**src/rtl/swsc_pkg.sv**
```systemverilog
// Shared constants, codes and controller/datapath handshake types
// for the sieve window survivor counter. No dependencies.
`default_nettype none

package swsc_pkg;

  // Sizing
  localparam int TABLE_DEPTH = 512;
  localparam int WINDOW      = 10000;

  // Fixed field widths
  localparam int WS_W   = 17;
  localparam int OFS_W  = 8;
  localparam int STEP_W = 9;
  localparam int SURV_W = 14;
  localparam int USED_W = 10;

  localparam int unsigned SURV_MAX = 16383;
  localparam int unsigned USED_MAX = 1023;

  // Derived widths
  localparam int TAB_AW = (TABLE_DEPTH > 1) ? $clog2(TABLE_DEPTH) : 1;
  localparam int ENT_W  = $clog2(TABLE_DEPTH + 1);
  localparam int MAP_AW = $clog2(WINDOW);
  localparam int POS_W  = $clog2(WINDOW + 512);
  localparam int CNT_W  = $clog2(WINDOW + 1);
  localparam int DIV_CW = $clog2(WS_W);

  typedef enum logic [1:0] {
    MODE_LOAD    = 2'd0,
    MODE_COMPUTE = 2'd1,
    MODE_CLEAR   = 2'd2
  } swsc_mode_t;

  // Controller -> datapath
  typedef struct packed {
    logic load;
    logic clear;
    logic addr_clear;
    logic fill_step;
    logic scan_start;
    logic fetch;
    logic setup;
    logic div_step;
    logic place;
    logic walk_step;
    logic count_start;
    logic count_step;
    logic result_load;
  } swsc_cmd_t;

  // Datapath -> controller
  typedef struct packed {
    logic addr_last;
    logic idx_done;
    logic direct;
    logic div_last;
    logic walk_done;
  } swsc_sts_t;

endpackage

`default_nettype wire

```
**src/rtl/swsc_ctrl.sv**
```systemverilog
// Sequencer for the survivor counter: drives datapath commands.
// Depends on swsc_pkg.
`default_nettype none

module swsc_ctrl import swsc_pkg::*; (
  input  logic      clk,
  input  logic      rst,
  input  logic      in_valid,
  input  logic [1:0] in_mode,
  output logic      in_ready,
  input  logic      out_ready,
  output logic      out_valid,
  output swsc_cmd_t cmd,
  input  swsc_sts_t sts
);

  typedef enum logic [3:0] {
    S_IDLE, S_FILL, S_SCAN, S_SETUP, S_DIV, S_PLACE, S_WALK, S_COUNT, S_DRAIN, S_RESULT
  } state_t;

  state_t state, state_next;
  logic   accept;

  assign in_ready = (state == S_IDLE);
  assign accept   = in_valid && in_ready;

  always_comb begin
    cmd        = '0;
    state_next = state;
    unique case (state)
      S_IDLE: begin
        if (accept) begin
          unique case (in_mode)
            MODE_LOAD:  cmd.load  = 1'b1;
            MODE_CLEAR: cmd.clear = 1'b1;
            MODE_COMPUTE: begin
              cmd.addr_clear = 1'b1;
              state_next     = S_FILL;
            end
            default: ;
          endcase
        end
      end
      S_FILL: begin
        cmd.fill_step = 1'b1;
        if (sts.addr_last) begin
          cmd.scan_start = 1'b1;
          state_next     = S_SCAN;
        end
      end
      S_SCAN: begin
        if (sts.idx_done) begin
          cmd.count_start = 1'b1;
          state_next      = S_COUNT;
        end else begin
          cmd.fetch  = 1'b1;
          state_next = S_SETUP;
        end
      end
      S_SETUP: begin
        cmd.setup  = 1'b1;
        state_next = sts.direct ? S_WALK : S_DIV;
      end
      S_DIV: begin
        cmd.div_step = 1'b1;
        if (sts.div_last) state_next = S_PLACE;
      end
      S_PLACE: begin
        cmd.place  = 1'b1;
        state_next = S_WALK;
      end
      S_WALK: begin
        if (sts.walk_done) state_next = S_SCAN;
        else cmd.walk_step = 1'b1;
      end
      S_COUNT: begin
        cmd.count_step = 1'b1;
        if (sts.addr_last) state_next = S_DRAIN;
      end
      S_DRAIN: state_next = S_RESULT;
      S_RESULT: begin
        if (!out_valid || out_ready) begin
          cmd.result_load = 1'b1;
          state_next      = S_IDLE;
        end
      end
      default: state_next = S_IDLE;
    endcase
  end

  always_ff @(posedge clk) begin
    if (rst) begin
      state     <= S_IDLE;
      out_valid <= 1'b0;
    end else begin
      state <= state_next;
      if (out_valid && out_ready) out_valid <= 1'b0;
      if (cmd.result_load) out_valid <= 1'b1;
    end
  end

endmodule

`default_nettype wire

```
**config.mk**
```make
export PLATFORM = sky130hd
export DESIGN_NAME = swsc_ctrl
export DESIGN_NICKNAME = d
export VERILOG_FILES = /design/src/rtl/swsc_pkg.sv /design/src/rtl/swsc_ctrl.sv
export SDC_FILE = /design/constraint.sdc
export NUM_CORES = 1
export LEC_CHECK = 0
export BUFFER_PORTS_ARGS = -buffer_cell sky130_fd_sc_hd__buf_2
export CORE_AREA = 2 2 39 41
export CTS_CLUSTER_DIAMETER = 40
export CTS_CLUSTER_SIZE = 14
export DETAILED_ROUTE_END_ITERATION = 8
export DIE_AREA = 0 0 41 43
export GPL_TIMING_DRIVEN = 0
export PLACE_DENSITY = 0.66
export SLEW_MARGIN = 20
export SYNTH_ARGS = -nofsm -noshare
export SYNTH_HDL_FRONTEND = slang
export SYNTH_SLANG_ARGS = --single-unit
```
**constraint.sdc**
```tcl
create_clock -name clk -period 1.5 [get_ports clk]
set_input_delay 0.15 -clock clk [delete_from_list [all_inputs] [get_ports clk]]
set_output_delay 0.15 -clock clk [all_outputs]
set_load 0.05 [all_outputs]
```
# Yosys cells after proc, flatten, opt, wreduce, memory -nomap -nowiden
# Index checks and enable logic that the tools add are counted.
word_totals:
  ff_bits: 5
  latchBits: 0
  ram_bits: 0
  mem_bits_ro: 0
  in_bits: 11
  output_inout_bits: 15
  elab_cells: 59
  n_memories: 0
op_classes:
  n_addsub: 0
  mul: 0
  div_mod_pow: 0
  magnitude_cmp: 0
  eq_ne: 18
  shifts: 0
  mux: 31
  bitwise: 0
  n_reduce_logical: 8
op_table:
  columns: ["operator", "n"]
  rows:
  - ["one-hot mux 4 bit (10 select lines)", 1]
  - ["two-way mux 4 bit", 7]
  - ["two-way mux 1 bit", 18]
  - ["equality test 4 x 3 -> 1 bit (second input constant)", 4]
  - ["inequality test 2 bit (second input constant)", 5]
  - ["two-way mux 3 bit", 3]
  - ["equality test 4 x 2 -> 1 bit (second input constant)", 2]
  - ["equality test 4 bit (second input constant)", 2]
  - ["AND reduction 7 bit", 1]
  - ["equality test 4 x 1 -> 1 bit (second input constant)", 1]
  - ["zero test 4 bit", 1]
  - ["two-way mux 2 bit", 2]
  - ["inequality test 2 x 1 -> 1 bit (second input constant)", 2]
  - ["equality test 2 x 1 -> 1 bit (second input constant)", 1]
  - ["equality test 2 bit (second input constant)", 1]
  - ["logical AND 1 bit", 2]
  - ["zero test 2 bit", 1]
  - ["nonzero test 2 bit", 1]
  - ["zero test 1 bit", 1]
  - ["logical OR 1 bit", 1]

# Depth between registers and ports, before layout
# Gate-level depths: netlist of the first run.
depth:
  word_depth: 5
  mapped_depth: 5
  ltp_nobuf: 4

# Worst setup path after synthesis of the first run
# OpenSTA, ideal clock, no wires.
synth_timing:
  path_kind: "reg-to-output"
  from: "register state[1]"
  to: "output port cmd[12] (netlist bit)"
  arrival_ns: 3.179
  required_time_ns: 1.350
  setup_slack_ns: -1.829
  stages_incl_launch_ff: 4
  path_buffers: 1
  cell_sequence: "dfxtp_1 buf_6 nor4_2 nor4bb_1"
synth_rtl:
  columns: ["element", "line", "rtl"]
  rows:
  - ["from (decl)", "swsc_ctrl.sv:21", "state_t state, state_next;"]
  - ["from (signal assigned)", "swsc_ctrl.sv:96", "state <= state_next;"]
  - ["to (decl)", "swsc_ctrl.sv:13", "output swsc_cmd_t cmd,"]

==> results of run 1 <==
==> worst max-delay path by stage <==
stage / from / end / depth (start not counted)
finish: state[0] / cmd[12] / 4
floorplan: state[1] / cmd[12] / 3
detailed placement: state[1] / cmd[12] / 4
CTS: state[1] / cmd[12] / 4
global route: state[0] / cmd[12] / 4
global placement: state[1] / cmd[12] / 4
==> area by class of cell <==
class,instances,area [um^2]
repair buffers,39,315
inverters,1,3.75
flip-flops and latches,5,110
plain buffers,3,37.5
fillers,95,448
multi-input cells,44,423
clock buffers,4,26.3
well taps,16,20.0
==> report_power, final <==
| part | leakage [nW] | internal, mW | total [mW] | switching [mW] |
|---|---|---|---|---|
| logic | 0.354 | 0.646 | 1.34 | 0.694 |
| clock network | 0.0150 | 0.100 | 0.146 | 0.0464 |
| registers | 0.0430 | 0.181 | 0.235 | 0.0545 |
==> timing repair <==
action,4_1_cts,5_1_grt
setup buffers,7,7
gates cloned,0,0
pin swaps,4,6
setup endpoints to repair,7,14
gates resized for setup,24,14
==> routing by layer <==
layer	vias up	global-route usage	share of wire
met2	24	0.250	0.56
met5	-	0	0
met3	0	0.0209	0.058
met4	0	0.0400	0
li1	292	-	-
met1	267	0.184	0.38
==> registers in the layout, summed over array words and instances, names as in the netlist <==
signal,cells
out_valid,1
state,4
==> cell families (layout without fill, tap and decap cells) <==
group | Yosys count | after routing | share of synthesized area
adders and majority gates | 1 | 1 | 0.0239
xor gates and xnor gates | 1 | 1 | 0.0186
and+or+nand+nor | 33 | 33 | 0.525
buffers and inverters | 5 | 47 | 0.0902
AOI/OAI and AO/OA | 9 | 9 | 0.130
DFF | 5 | 5 | 0.212
==> Yosys cell counts <==
cell type and number:
sky130_fd_sc_hd__nor2b_1 1, sky130_fd_sc_hd__o2bb2ai_2 1, sky130_fd_sc_hd__nor3_1 4, sky130_fd_sc_hd__nor4_1 1, sky130_fd_sc_hd__nor4_4 1, sky130_fd_sc_hd__nand2b_1 7
sky130_fd_sc_hd__nor3b_1 2, sky130_fd_sc_hd__a21oi_1 3, sky130_fd_sc_hd__nor4bb_1 1, sky130_fd_sc_hd__or4b_4 1, sky130_fd_sc_hd__inv_1 1, sky130_fd_sc_hd__o21ai_0 1
sky130_fd_sc_hd__buf_2 1, sky130_fd_sc_hd__buf_6 3, sky130_fd_sc_hd__a31oi_1 1, sky130_fd_sc_hd__nor2_1 4, sky130_fd_sc_hd__nor4_2 1, sky130_fd_sc_hd__nand3b_1 1
sky130_fd_sc_hd__or3_1 1, sky130_fd_sc_hd__o32a_1 1, sky130_fd_sc_hd__and2_1 1, sky130_fd_sc_hd__nand2_1 1, sky130_fd_sc_hd__o21ai_1 2, sky130_fd_sc_hd__dfxtp_1 5
sky130_fd_sc_hd__nand4bb_1 2, sky130_fd_sc_hd__xor2_1 1, sky130_fd_sc_hd__maj3_2 1, sky130_fd_sc_hd__and4b_1 2, sky130_fd_sc_hd__nor4b_1 2
==> worst reg2reg max path: stages (launching register included) <==
cell                      delay (ns)
sky130_fd_sc_hd__dfxtp_2        0.32
sky130_fd_sc_hd__buf_8          0.13
sky130_fd_sc_hd__buf_4          0.13
sky130_fd_sc_hd__buf_4          0.12
sky130_fd_sc_hd__maj3_2         0.29
sky130_fd_sc_hd__or3_1          0.35
sky130_fd_sc_hd__a21oi_1        0.13
==> summary.md, run 1 <==
| Metric | Value |
|---|---|
| First drt pass iteration count | `4` |
| Count of buffer and inverter cells on the critical path | `2` |
| DP Worst Slack | `-0.0675 ns` |
| Die Span X | `between 40 and 50 um` |
| Critical path's top delay family | `simple AND/OR/NAND/NOR gates` |
| Critical path class | `reg2out` |
| Cell repeated most along the worst path | `sky130_fd_sc_hd__buf_6` |
| Count of yosys warnings during synthesis | `0` |
| Net count of the mapped netlist | `65` |
| WL final | `1430 um` |
| Number of hold buffers added after cts | `0` |
| Overflow left after global routing | `0` |
| Critical path launch point type | `register` |
| Clock tree from TritonCTS | `yes` |
| Post-route setup TNS | `-0.438 ns` |
| Number of antenna violations at the first check in global routing | `0` |
| Hold Path Sink | `state[0]` |
| Ranking of synthesized cells by area | `sky130_fd_sc_hd__dfxtp_1 (21%), sky130_fd_sc_hd__nand2b_1 (9.3%), sky130_fd_sc_hd__buf_6 (7.2%)` |
| Ratio of final minimum period to clock period | `1.07` |
| Startpoint of the lowest-slack register-to-register path | `state[3]` |
| CP max FO | `6` |
| Total inserted antenna cells | `0` |
| Rows | `14` |
| Detailed-route DRC error count | `0` |
| Fin. max-slew vios | `0` |
| Starting density of the core | `0.341` |
| Biggest cell delay along the critical path | `around 0.32 ns` |
| Number of cells after detailed placement | `95` |
| Maximum number of pins on one net before global-route repair | `13` |
| Core footprint | `approximately 0.0014 mm^2` |
| Post-Route Skew | `around 0.0011 ns` |
| First-pass GRT wire length | `1830 um` |
| Data arrival time of the critical path | `1.46 ns` |
| Static leakage power | `a little over 0.4 nW` |
| Slowest cell on crit path | `sky130_fd_sc_hd__dfxtp_2` |
| Tightest slew margin relative to the limit | `0.742` |
| Overall Global Routing Usage | `0.148` |
| Setup repair after global routing missed its margin | `true` |
| Most used cells in the layout excluding fill and tap cells | `sky130_fd_sc_hd__buf_2 (14), sky130_fd_sc_hd__buf_4 (14), sky130_fd_sc_hd__buf_6 (8)` |
| Final-layout worst hold slack | `between 0.15 and 0.2 ns` |
| Post-Layout Cell Count | `112` |
| Total of endpoints with negative setup slack in the final report | `6` |
| Clock root cell | `sky130_fd_sc_hd__clkbuf_4` |
| CP Data Required Time | `1.35 ns` |
| Per-instance average area after synthesis | `a little under 9 um^2` |
| Worst R2R End | `state[0]` |
| Die Area | `roughly 0.0018 mm^2` |
| Result of the run | `finished, violations left` |
| Routed wirelength normalized by instance count | `approximately 13 um` |
| Actual slew at the worst max-slew pin | `between 0.3 and 0.4 ns` |
| Finished Cell Area | `about 940 um^2` |
| Minimum setup slack in the final design | `-0.107 ns` |
| Final number of hold-violating endpoints | `0` |
| Sequential share of the synthesized area | `0.212` |
| Number of instances in the synthesized netlist | `between 50 and 60` |
| DRC violation total after the first TritonRoute iteration | `3` |
| Number of nets with antenna violations after routing | `0` |
| Number of vias per cell | `around 5.2` |
| Layout cell share with drive strength beyond 1 | `0.667` |
| Max Cap Viol | `0` |
| Clk pin slew, worst setup/hold paths | `0.04 ns` |
| Number of global-route vias before repair | `422` |
| Via count | `between 500 and 600` |
| Vertical extent of the die | `around 43 um` |
| Post-synthesis instance area | `about 470 um^2` |
| Count of pins on the block boundary | `26` |
| Hpwl dp | `between 800 and 900 um` |
| Cell breakdown of the critical path | `buf_6, nor4_4, nor4bb_4, buf_6` |
| Post-layout minimum cycle time | `between 1.5 and 2 ns` |
| Sum of internal, switching and leakage power | `between 1.5 and 2 mW` |
| Area grow syn2layout | `98.4%` |
| Maximum clock frequency | `just over 0.6 GHz` |
| FF-to-FF path depth | `6` |
| Post-layout utilization of the core | `0.676` |
| Clk Latency, worst-skew pair | `around 0.23 ns` |
| Cell variety after synth | `29` |
| Internal reg-to-reg setup slack | `-0.05 ns` |
| Total CTS buffers | `3` |
| Input/output buffers | `25` |
| Category of the worst setup path capture point | `primary output` |
| Instance count along the most critical hold path | `2` |
| Worst min-delay path startpoint | `rst` |
| Number of H-tree levels | `1` |
| Post-layout net count | `108` |
| Placed cell area | `669 um^2` |
| Register bit total from synthesis | `5` |
| Violations in the final reports | `negative setup slack` |
| Leading area contributor after synthesis | `sky130_fd_sc_hd__dfxtp_1` |
| Top cell type's share of synthesized area | `0.212` |
| Final estimated routing congestion in global placement | `~0.74` |
| Maximum buffer depth of the clock tree | `2` |
| Clock sink count | `5` |
| Cell area power density | `1840 mW/mm^2` |
| Largest vdd supply drop | `between 0.001 and 0.0015 V` |
| Worst hold path type | `in2reg` |
Power figures use the tool's default switching activity.
==> run 2, diff against run 1 <==
- CTS_BUF_LIST: not set -> sky130_fd_sc_hd__clkbuf_16
==> run 2 against run 1 <==
The flow still finishes with violations (negative setup slack). Worst setup slack better by 0.0018 ns. Sequential share of layout area fell by 0.54 points. Worst hold slack better by 0.010 ns. Count of clock-buffer cells in the layout fell by 1. Largest cell class unchanged.
==> summary.md, run 2 (synthesis results as in run 1) <==
| Metric | Value |
|---|---|
| Overflow left after global routing | `0 (unchanged)` |
| Number of global-route vias before repair | `457 (+8.3%)` |
| Starting density of the core | `0.341 (unchanged)` |
| Fin. max-slew vios | `0 (unchanged)` |
| CP max FO | `6 (unchanged)` |
| DRC violation total after the first TritonRoute iteration | `3 (unchanged)` |
| First drt pass iteration count | `4 (unchanged)` |
| Number of vias per cell | `5.44 (+4.4%)` |
| Result of the run | `finished, violations left` |
| Post-layout net count | `106 (-1.9%)` |
| Finished Cell Area | `958 um^2 (+2.4%)` |
| WL final | `1540 um (+8.0%)` |
| Worst min-delay path startpoint | `rst` |
| # fillers | `100 (+5.3%)` |
| Vertical extent of the die | `43 um (unchanged)` |
| Total CTS buffers | `3 (unchanged)` |
| Final number of hold-violating endpoints | `0 (unchanged)` |
| Maximum buffer depth of the clock tree | `2 (unchanged)` |
| Commonest non-fill, non-tap cell in the layout | `sky130_fd_sc_hd__buf_2` |
| Actual slew at the worst max-slew pin | `0.392 ns (+0.00729 ns)` |
| Total of endpoints with negative setup slack in the final report | `5 (-1)` |
| Die Span X | `41 um (unchanged)` |
| Placed cell area | `669 um^2 (unchanged)` |
| Clk Latency, worst-skew pair | `0.23 ns (about the same)` |
| Final estimated routing congestion in global placement | `0.736 (unchanged)` |
| Startpoint of the lowest-slack register-to-register path | `state[3]` |
| Core footprint | `0.00138 mm^2 (unchanged)` |
| Area grow syn2layout | `103%` |
| Flip-flop count of the largest register after layout | `4 (unchanged)` |
| Leading registers by flop count | `state (4), out_valid (1)` |
| Data arrival time of the critical path | `1.45 ns (about the same)` |
| Rows | `14 (unchanged)` |
| Static leakage power | `0.426 nW (+3.4%)` |
| Number of H-tree levels | `1 (unchanged)` |
| Number of antenna violations at the first check in global routing | `0 (unchanged)` |
| DP Worst Slack | `-0.0675 ns (unchanged)` |
| Ratio of final minimum period to clock period | `1.07 (-0.00123)` |
| Setup repair after global routing missed its margin | `true` |
| Layout cell share with drive strength beyond 1 | `0.670 (+0.00355)` |
| Cell area power density | `2030 mW/mm^2 (+11%)` |
| Critical path class | `reg2out` |
| CP Data Required Time | `1.35 ns (about the same)` |
| Max Cap Viol | `0 (unchanged)` |
| First element of the critical path | `state[0]` |
| Number of nets with antenna violations after routing | `0 (unchanged)` |
| Tightest slew margin relative to the limit | `0.737 (-0.00490)` |
| Number of cells after detailed placement | `95 (unchanged)` |
| Critical path launch point type | `register` |
| Clock root cell | `sky130_fd_sc_hd__clkbuf_16` |
| Clock tree from TritonCTS | `yes` |
| Largest vdd supply drop | `0.00152 V (+17%)` |
| Most flop-heavy register | `state` |
| Overall Global Routing Usage | `0.175 (+0.0270)` |
| First-pass GRT wire length | `2050 um (+12%)` |
| Maximum clock frequency | `0.623 GHz (+0.11%)` |
| Post-layout minimum cycle time | `1.60 ns (-0.00184 ns)` |
| Maximum number of pins on one net before global-route repair | `13 (unchanged)` |
| Via count | `598 (+2.6%)` |
| Total inserted antenna cells | `0 (unchanged)` |
| Detailed-route DRC error count | `0 (unchanged)` |
| Worst hold path type | `in2reg` |
| Violations in the final reports | `negative setup slack` |
| Die Area | `0.00176 mm^2 (unchanged)` |
| Clock sink count | `5 (unchanged)` |
| Input/output buffers | `25 (unchanged)` |
| Post-Layout Cell Count | `110 (-1.8%)` |
| Post-route setup TNS | `-0.429 ns (+0.00894 ns)` |
| Count of pins on the block boundary | `26 (unchanged)` |
| Clk pin slew, worst setup/hold paths | `0.03 ns (about the same)` |
| Hpwl dp | `880 um (unchanged)` |
| Post-Route Skew | `0.000982 ns (-0.000161 ns)` |
| Category of the worst setup path capture point | `primary output` |
| Routed wirelength normalized by instance count | `14.0 um (+10%)` |
| Minimum setup slack in the final design | `-0.105 ns (+0.00184 ns)` |
| Most used cells in the layout excluding fill and tap cells | `sky130_fd_sc_hd__buf_2 (15), sky130_fd_sc_hd__buf_4 (13), sky130_fd_sc_hd__buf_6 (6)` |
==> run 2: changes by cell type in the layout (fill, tap and decap cells not counted), sizes merged <==
cell	delta
inv	+1
buf	-2
clkbuf	-1
==> run 2: stage by stage <==
stage	hold WS (ns)	utilization	power, mW
floorplan	0.219	-	0.960
global placement	0.413	0.484	1.12
detailed placement	0.405	0.484	1.12
CTS	0.167	0.603	1.76
global route	0.186	0.693	2.05
finish	0.176	0.693	1.95
==> run 2: worst max-delay path, stage by stage, from the launching register on <==
cell and delay [ns]:
sky130_fd_sc_hd__dfxtp_2 0.32, sky130_fd_sc_hd__buf_6 0.13, sky130_fd_sc_hd__nor4_4 0.31, sky130_fd_sc_hd__nor4bb_4 0.27
sky130_fd_sc_hd__buf_6 0.20
==> run 2: final timing paths <==
| check | endpoint | cells past startpoint | slack [ns] |
|---|---|---|---|
| hold reg to reg | out_valid | 2 | 0.58 |
| setup / recovery | cmd[12] | 4 | -0.10 |
| hold / removal | state[0] | 2 | 0.18 |
| setup reg to reg | state[1] | 5 | 0.03 |
==> run 2: power breakdown <==
part / leakage [nW] / switching [mW] / internal (mW)
clock: 0.0423 / 0.0885 / 0.345
combinational: 0.341 / 0.680 / 0.603
sequential: 0.0427 / 0.0559 / 0.177
total: 0.426 / 0.825 / 1.13
==> run 2: metal layers <==
metal	track usage	wire [um]	share of wire	up-vias
met1	0.197	618	0.40	275
met4	0.100	59	0.038	0
met2	0.284	785	0.51	30
met5	0	0	0	-
li1	-	-	-	286
met3	0.0366	81	0.052	7
==> run 2: repair_timing <==
item                       4_1_cts  5_1_grt
setup endpoints to repair        7       13
pin swaps                        3        5
setup buffers                    5        7
gates resized for setup         21       12
hold buffers                     0        0
==> run 2: layout make-up <==
cell class                      instances  area [um^2]  share of cell area
Buffer                                  3         37.5              0.0392
Inverter                                1         3.75             0.00392
Clock inverter                          1         3.75             0.00392
Tap cell                               16         20.0              0.0209
Timing Repair Buffer                   37          290               0.303
Clock buffer                            3         75.1              0.0783
Multi-Input combinational cell         44          420               0.439
Sequential cell                         5          108               0.112
==> run 3, diff against run 2 <==
- PLACE_DENSITY: 0.66 -> not set
- PLACE_DENSITY_LB_ADDON: not set -> 0.3
==> run 3 against run 2 <==
The flow still finishes with violations (negative setup slack). Non-clock buffer count is 1 higher. Highest routed layer unchanged. Via count is 1.8% lower. Largest cell class unchanged. First-iteration DRC count grew to 4.3 times the previous value.
==> summary.md, run 3 (synthesis results as in run 1) <==
| Metric | Value |
|---|---|
| Result of the run | `finished, violations left` |
| Violations in the final reports | `negative setup slack` |
| Fin. max-slew vios | `0 (unchanged)` |
| Number of hold buffers added after cts | `0 (unchanged)` |
| Layout cell share with drive strength beyond 1 | `0.695 (+0.0245)` |
| Slowest cell on crit path | `sky130_fd_sc_hd__nor4_4` |
| Clk pin slew, worst setup/hold paths | `0.03 ns (about the same)` |
| Post-layout net count | `107 (+0.94%)` |
| Rows | `14 (unchanged)` |
| Number of global-route vias before repair | `552 (+21%)` |
| Number of vias per cell | `5.29 (-2.7%)` |
| Critical path launch point type | `register` |
| Number of antenna violations at the first check in global routing | `0 (unchanged)` |
| Tightest slew margin relative to the limit | `0.767 (+0.0302)` |
| Core footprint | `0.00138 mm^2 (unchanged)` |
| Die Span X | `41 um (unchanged)` |
| Category of the worst setup path capture point | `primary output` |
| WL final | `1490 um (-3.2%)` |
| Critical path's top delay family | `simple AND/OR/NAND/NOR gates` |
| Minimum setup slack in the final design | `-0.146 ns (-0.0416 ns)` |
| Data arrival time of the critical path | `1.50 ns (+0.05 ns)` |
| Count of pins on the block boundary | `26 (unchanged)` |
| CP max FO | `5 (-1)` |
| Overflow left after global routing | `0 (unchanged)` |
| Clock tree from TritonCTS | `yes` |
| Via count | `587 (-1.8%)` |
| Actual slew at the worst max-slew pin | `0.347 ns (-0.0450 ns)` |
| Total inserted antenna cells | `0 (unchanged)` |
| Cell area power density | `1990 mW/mm^2 (-2.2%)` |
| Max Cap Viol | `0 (unchanged)` |
| Clock sink count | `5 (unchanged)` |
| Hpwl dp | `938 um (+6.6%)` |
| Critical path class | `reg2out` |
| Final estimated routing congestion in global placement | `0.807 (+9.7%)` |
| Post-Route Skew | `0.00125 ns (+0.000264 ns)` |
| Vertical extent of the die | `43 um (unchanged)` |
| Cell breakdown of the critical path | `buf_6, nor4_4, nor4bb_4, buf_6` |
| Static leakage power | `0.429 nW (+0.79%)` |
| DRC violation total after the first TritonRoute iteration | `13 (+10)` |
| Die Area | `0.00176 mm^2 (unchanged)` |
| Ratio of final minimum period to clock period | `1.10 (+0.0277)` |
| Clock root cell | `sky130_fd_sc_hd__clkbuf_16` |
| Number of nets with antenna violations after routing | `0 (unchanged)` |
| Maximum number of pins on one net before global-route repair | `13 (unchanged)` |
| Commonest non-fill, non-tap cell in the layout | `sky130_fd_sc_hd__buf_2` |
| Maximum clock frequency | `0.607 GHz (-2.5%)` |
| Cell repeated most along the worst path | `sky130_fd_sc_hd__buf_6` |
| First drt pass iteration count | `4 (unchanged)` |
| Clk Latency, worst-skew pair | `0.23 ns (about the same)` |
| Input/output buffers | `25 (unchanged)` |
| Post-layout utilization of the core | `0.701 (+0.00814)` |
| Number of H-tree levels | `1 (unchanged)` |
| Detailed-route DRC error count | `0 (unchanged)` |
| Final number of hold-violating endpoints | `0 (unchanged)` |
| Flip-flop count of the largest register after layout | `4 (unchanged)` |
| Total CTS buffers | `3 (unchanged)` |
| Count of buffer and inverter cells on the critical path | `2 (unchanged)` |
| Maximum buffer depth of the clock tree | `2 (unchanged)` |
| Post-layout minimum cycle time | `1.65 ns (+0.0416 ns)` |
| Overall Global Routing Usage | `0.189 (+0.0141)` |
| Worst hold path type | `in2reg` |
| Post-route setup TNS | `-0.498 ns (-0.0686 ns)` |
| Most used cells in the layout excluding fill and tap cells | `sky130_fd_sc_hd__buf_2 (16), sky130_fd_sc_hd__buf_4 (12), sky130_fd_sc_hd__buf_6 (9)` |
| Largest vdd supply drop | `0.00132 V (-13%)` |
| CP Data Required Time | `1.35 ns (about the same)` |
| Area grow syn2layout | `106%` |
| Starting density of the core | `0.341 (unchanged)` |
| Setup repair after global routing missed its margin | `true` |
| Sum of internal, switching and leakage power | `1.93 mW (-1.1%)` |
| Routed wirelength normalized by instance count | `13.5 um (-4.1%)` |
| Leading registers by flop count | `state (4), out_valid (1)` |
| First-pass GRT wire length | `2280 um (+11%)` |
| Biggest cell delay along the critical path | `0.37 ns (+0.05 ns)` |
| Total of endpoints with negative setup slack in the final report | `5 (unchanged)` |
| Most flop-heavy register | `state` |
-- run 3: timing repair --
item / in CTS / in global routing
pin swaps: 3 / 8
setup buffers: 9 / 4
endpoints found under the setup margin: 7 / 13
gates resized for setup: 21 / 18
-- run 3: final cells by class --
cell class	instances	area, um^2
Sequential cell	5	110
Multi-Input combinational cell	44	425
Clock inverter	1	3.75
Tap cell	16	20.0
Timing Repair Buffer	38	294
Buffer	3	37.5
Clock buffer	3	75.1
Fill cell	112	414
Inverter	1	3.75
-- run 3: final timing paths --
kind / startpoint / end / slack, ns / depth (start not counted)
setup / recovery: state[0] / cmd[12] / -0.15 / 4
hold / removal: rst / state[0] / 0.17 / 2
setup reg to reg: state[3] / state[0] / 0.04 / 6
hold reg to reg: out_valid / out_valid / 0.52 / 2
-- run 3: layer usage --
layer,vias to the layer above,wire length [um],track usage
met3,2,42,0.0314
met4,0,16,0.0800
met1,281,644,0.255
li1,287,-,-
met5,-,0,0
met2,17,791,0.284
-- run 3: worst reg2reg max path: cells and delay by family, from the launching register on --
family | cells | cell delay [ns]
adders and majority gates | 1 | 0.29
and+or+nand+nor | 1 | 0.30
DFF | 1 | 0.32
buffers and inverters | 3 | 0.36
AOI/OAI and AO/OA | 1 | 0.12
-- run 3: per-stage QoR --
step / setup WS (ns) / instance area [um^2] / hold slack (ns) / std cells
floorplan: -0.590 / 524 / 0.219 / 54
global placement: -0.0357 / 669 / 0.405 / 95
detailed placement: -0.0669 / 669 / 0.407 / 95
CTS: -0.172 / 865 / 0.167 / 107
global route: -0.226 / 970 / 0.178 / 111
finish: -0.146 / 970 / 0.170 / 111
-- run 3: where the power goes --
part           internal, mW  switching [mW]
clock network         0.345          0.0856
registers             0.181          0.0549
logic                 0.575           0.688
total                  1.10           0.828
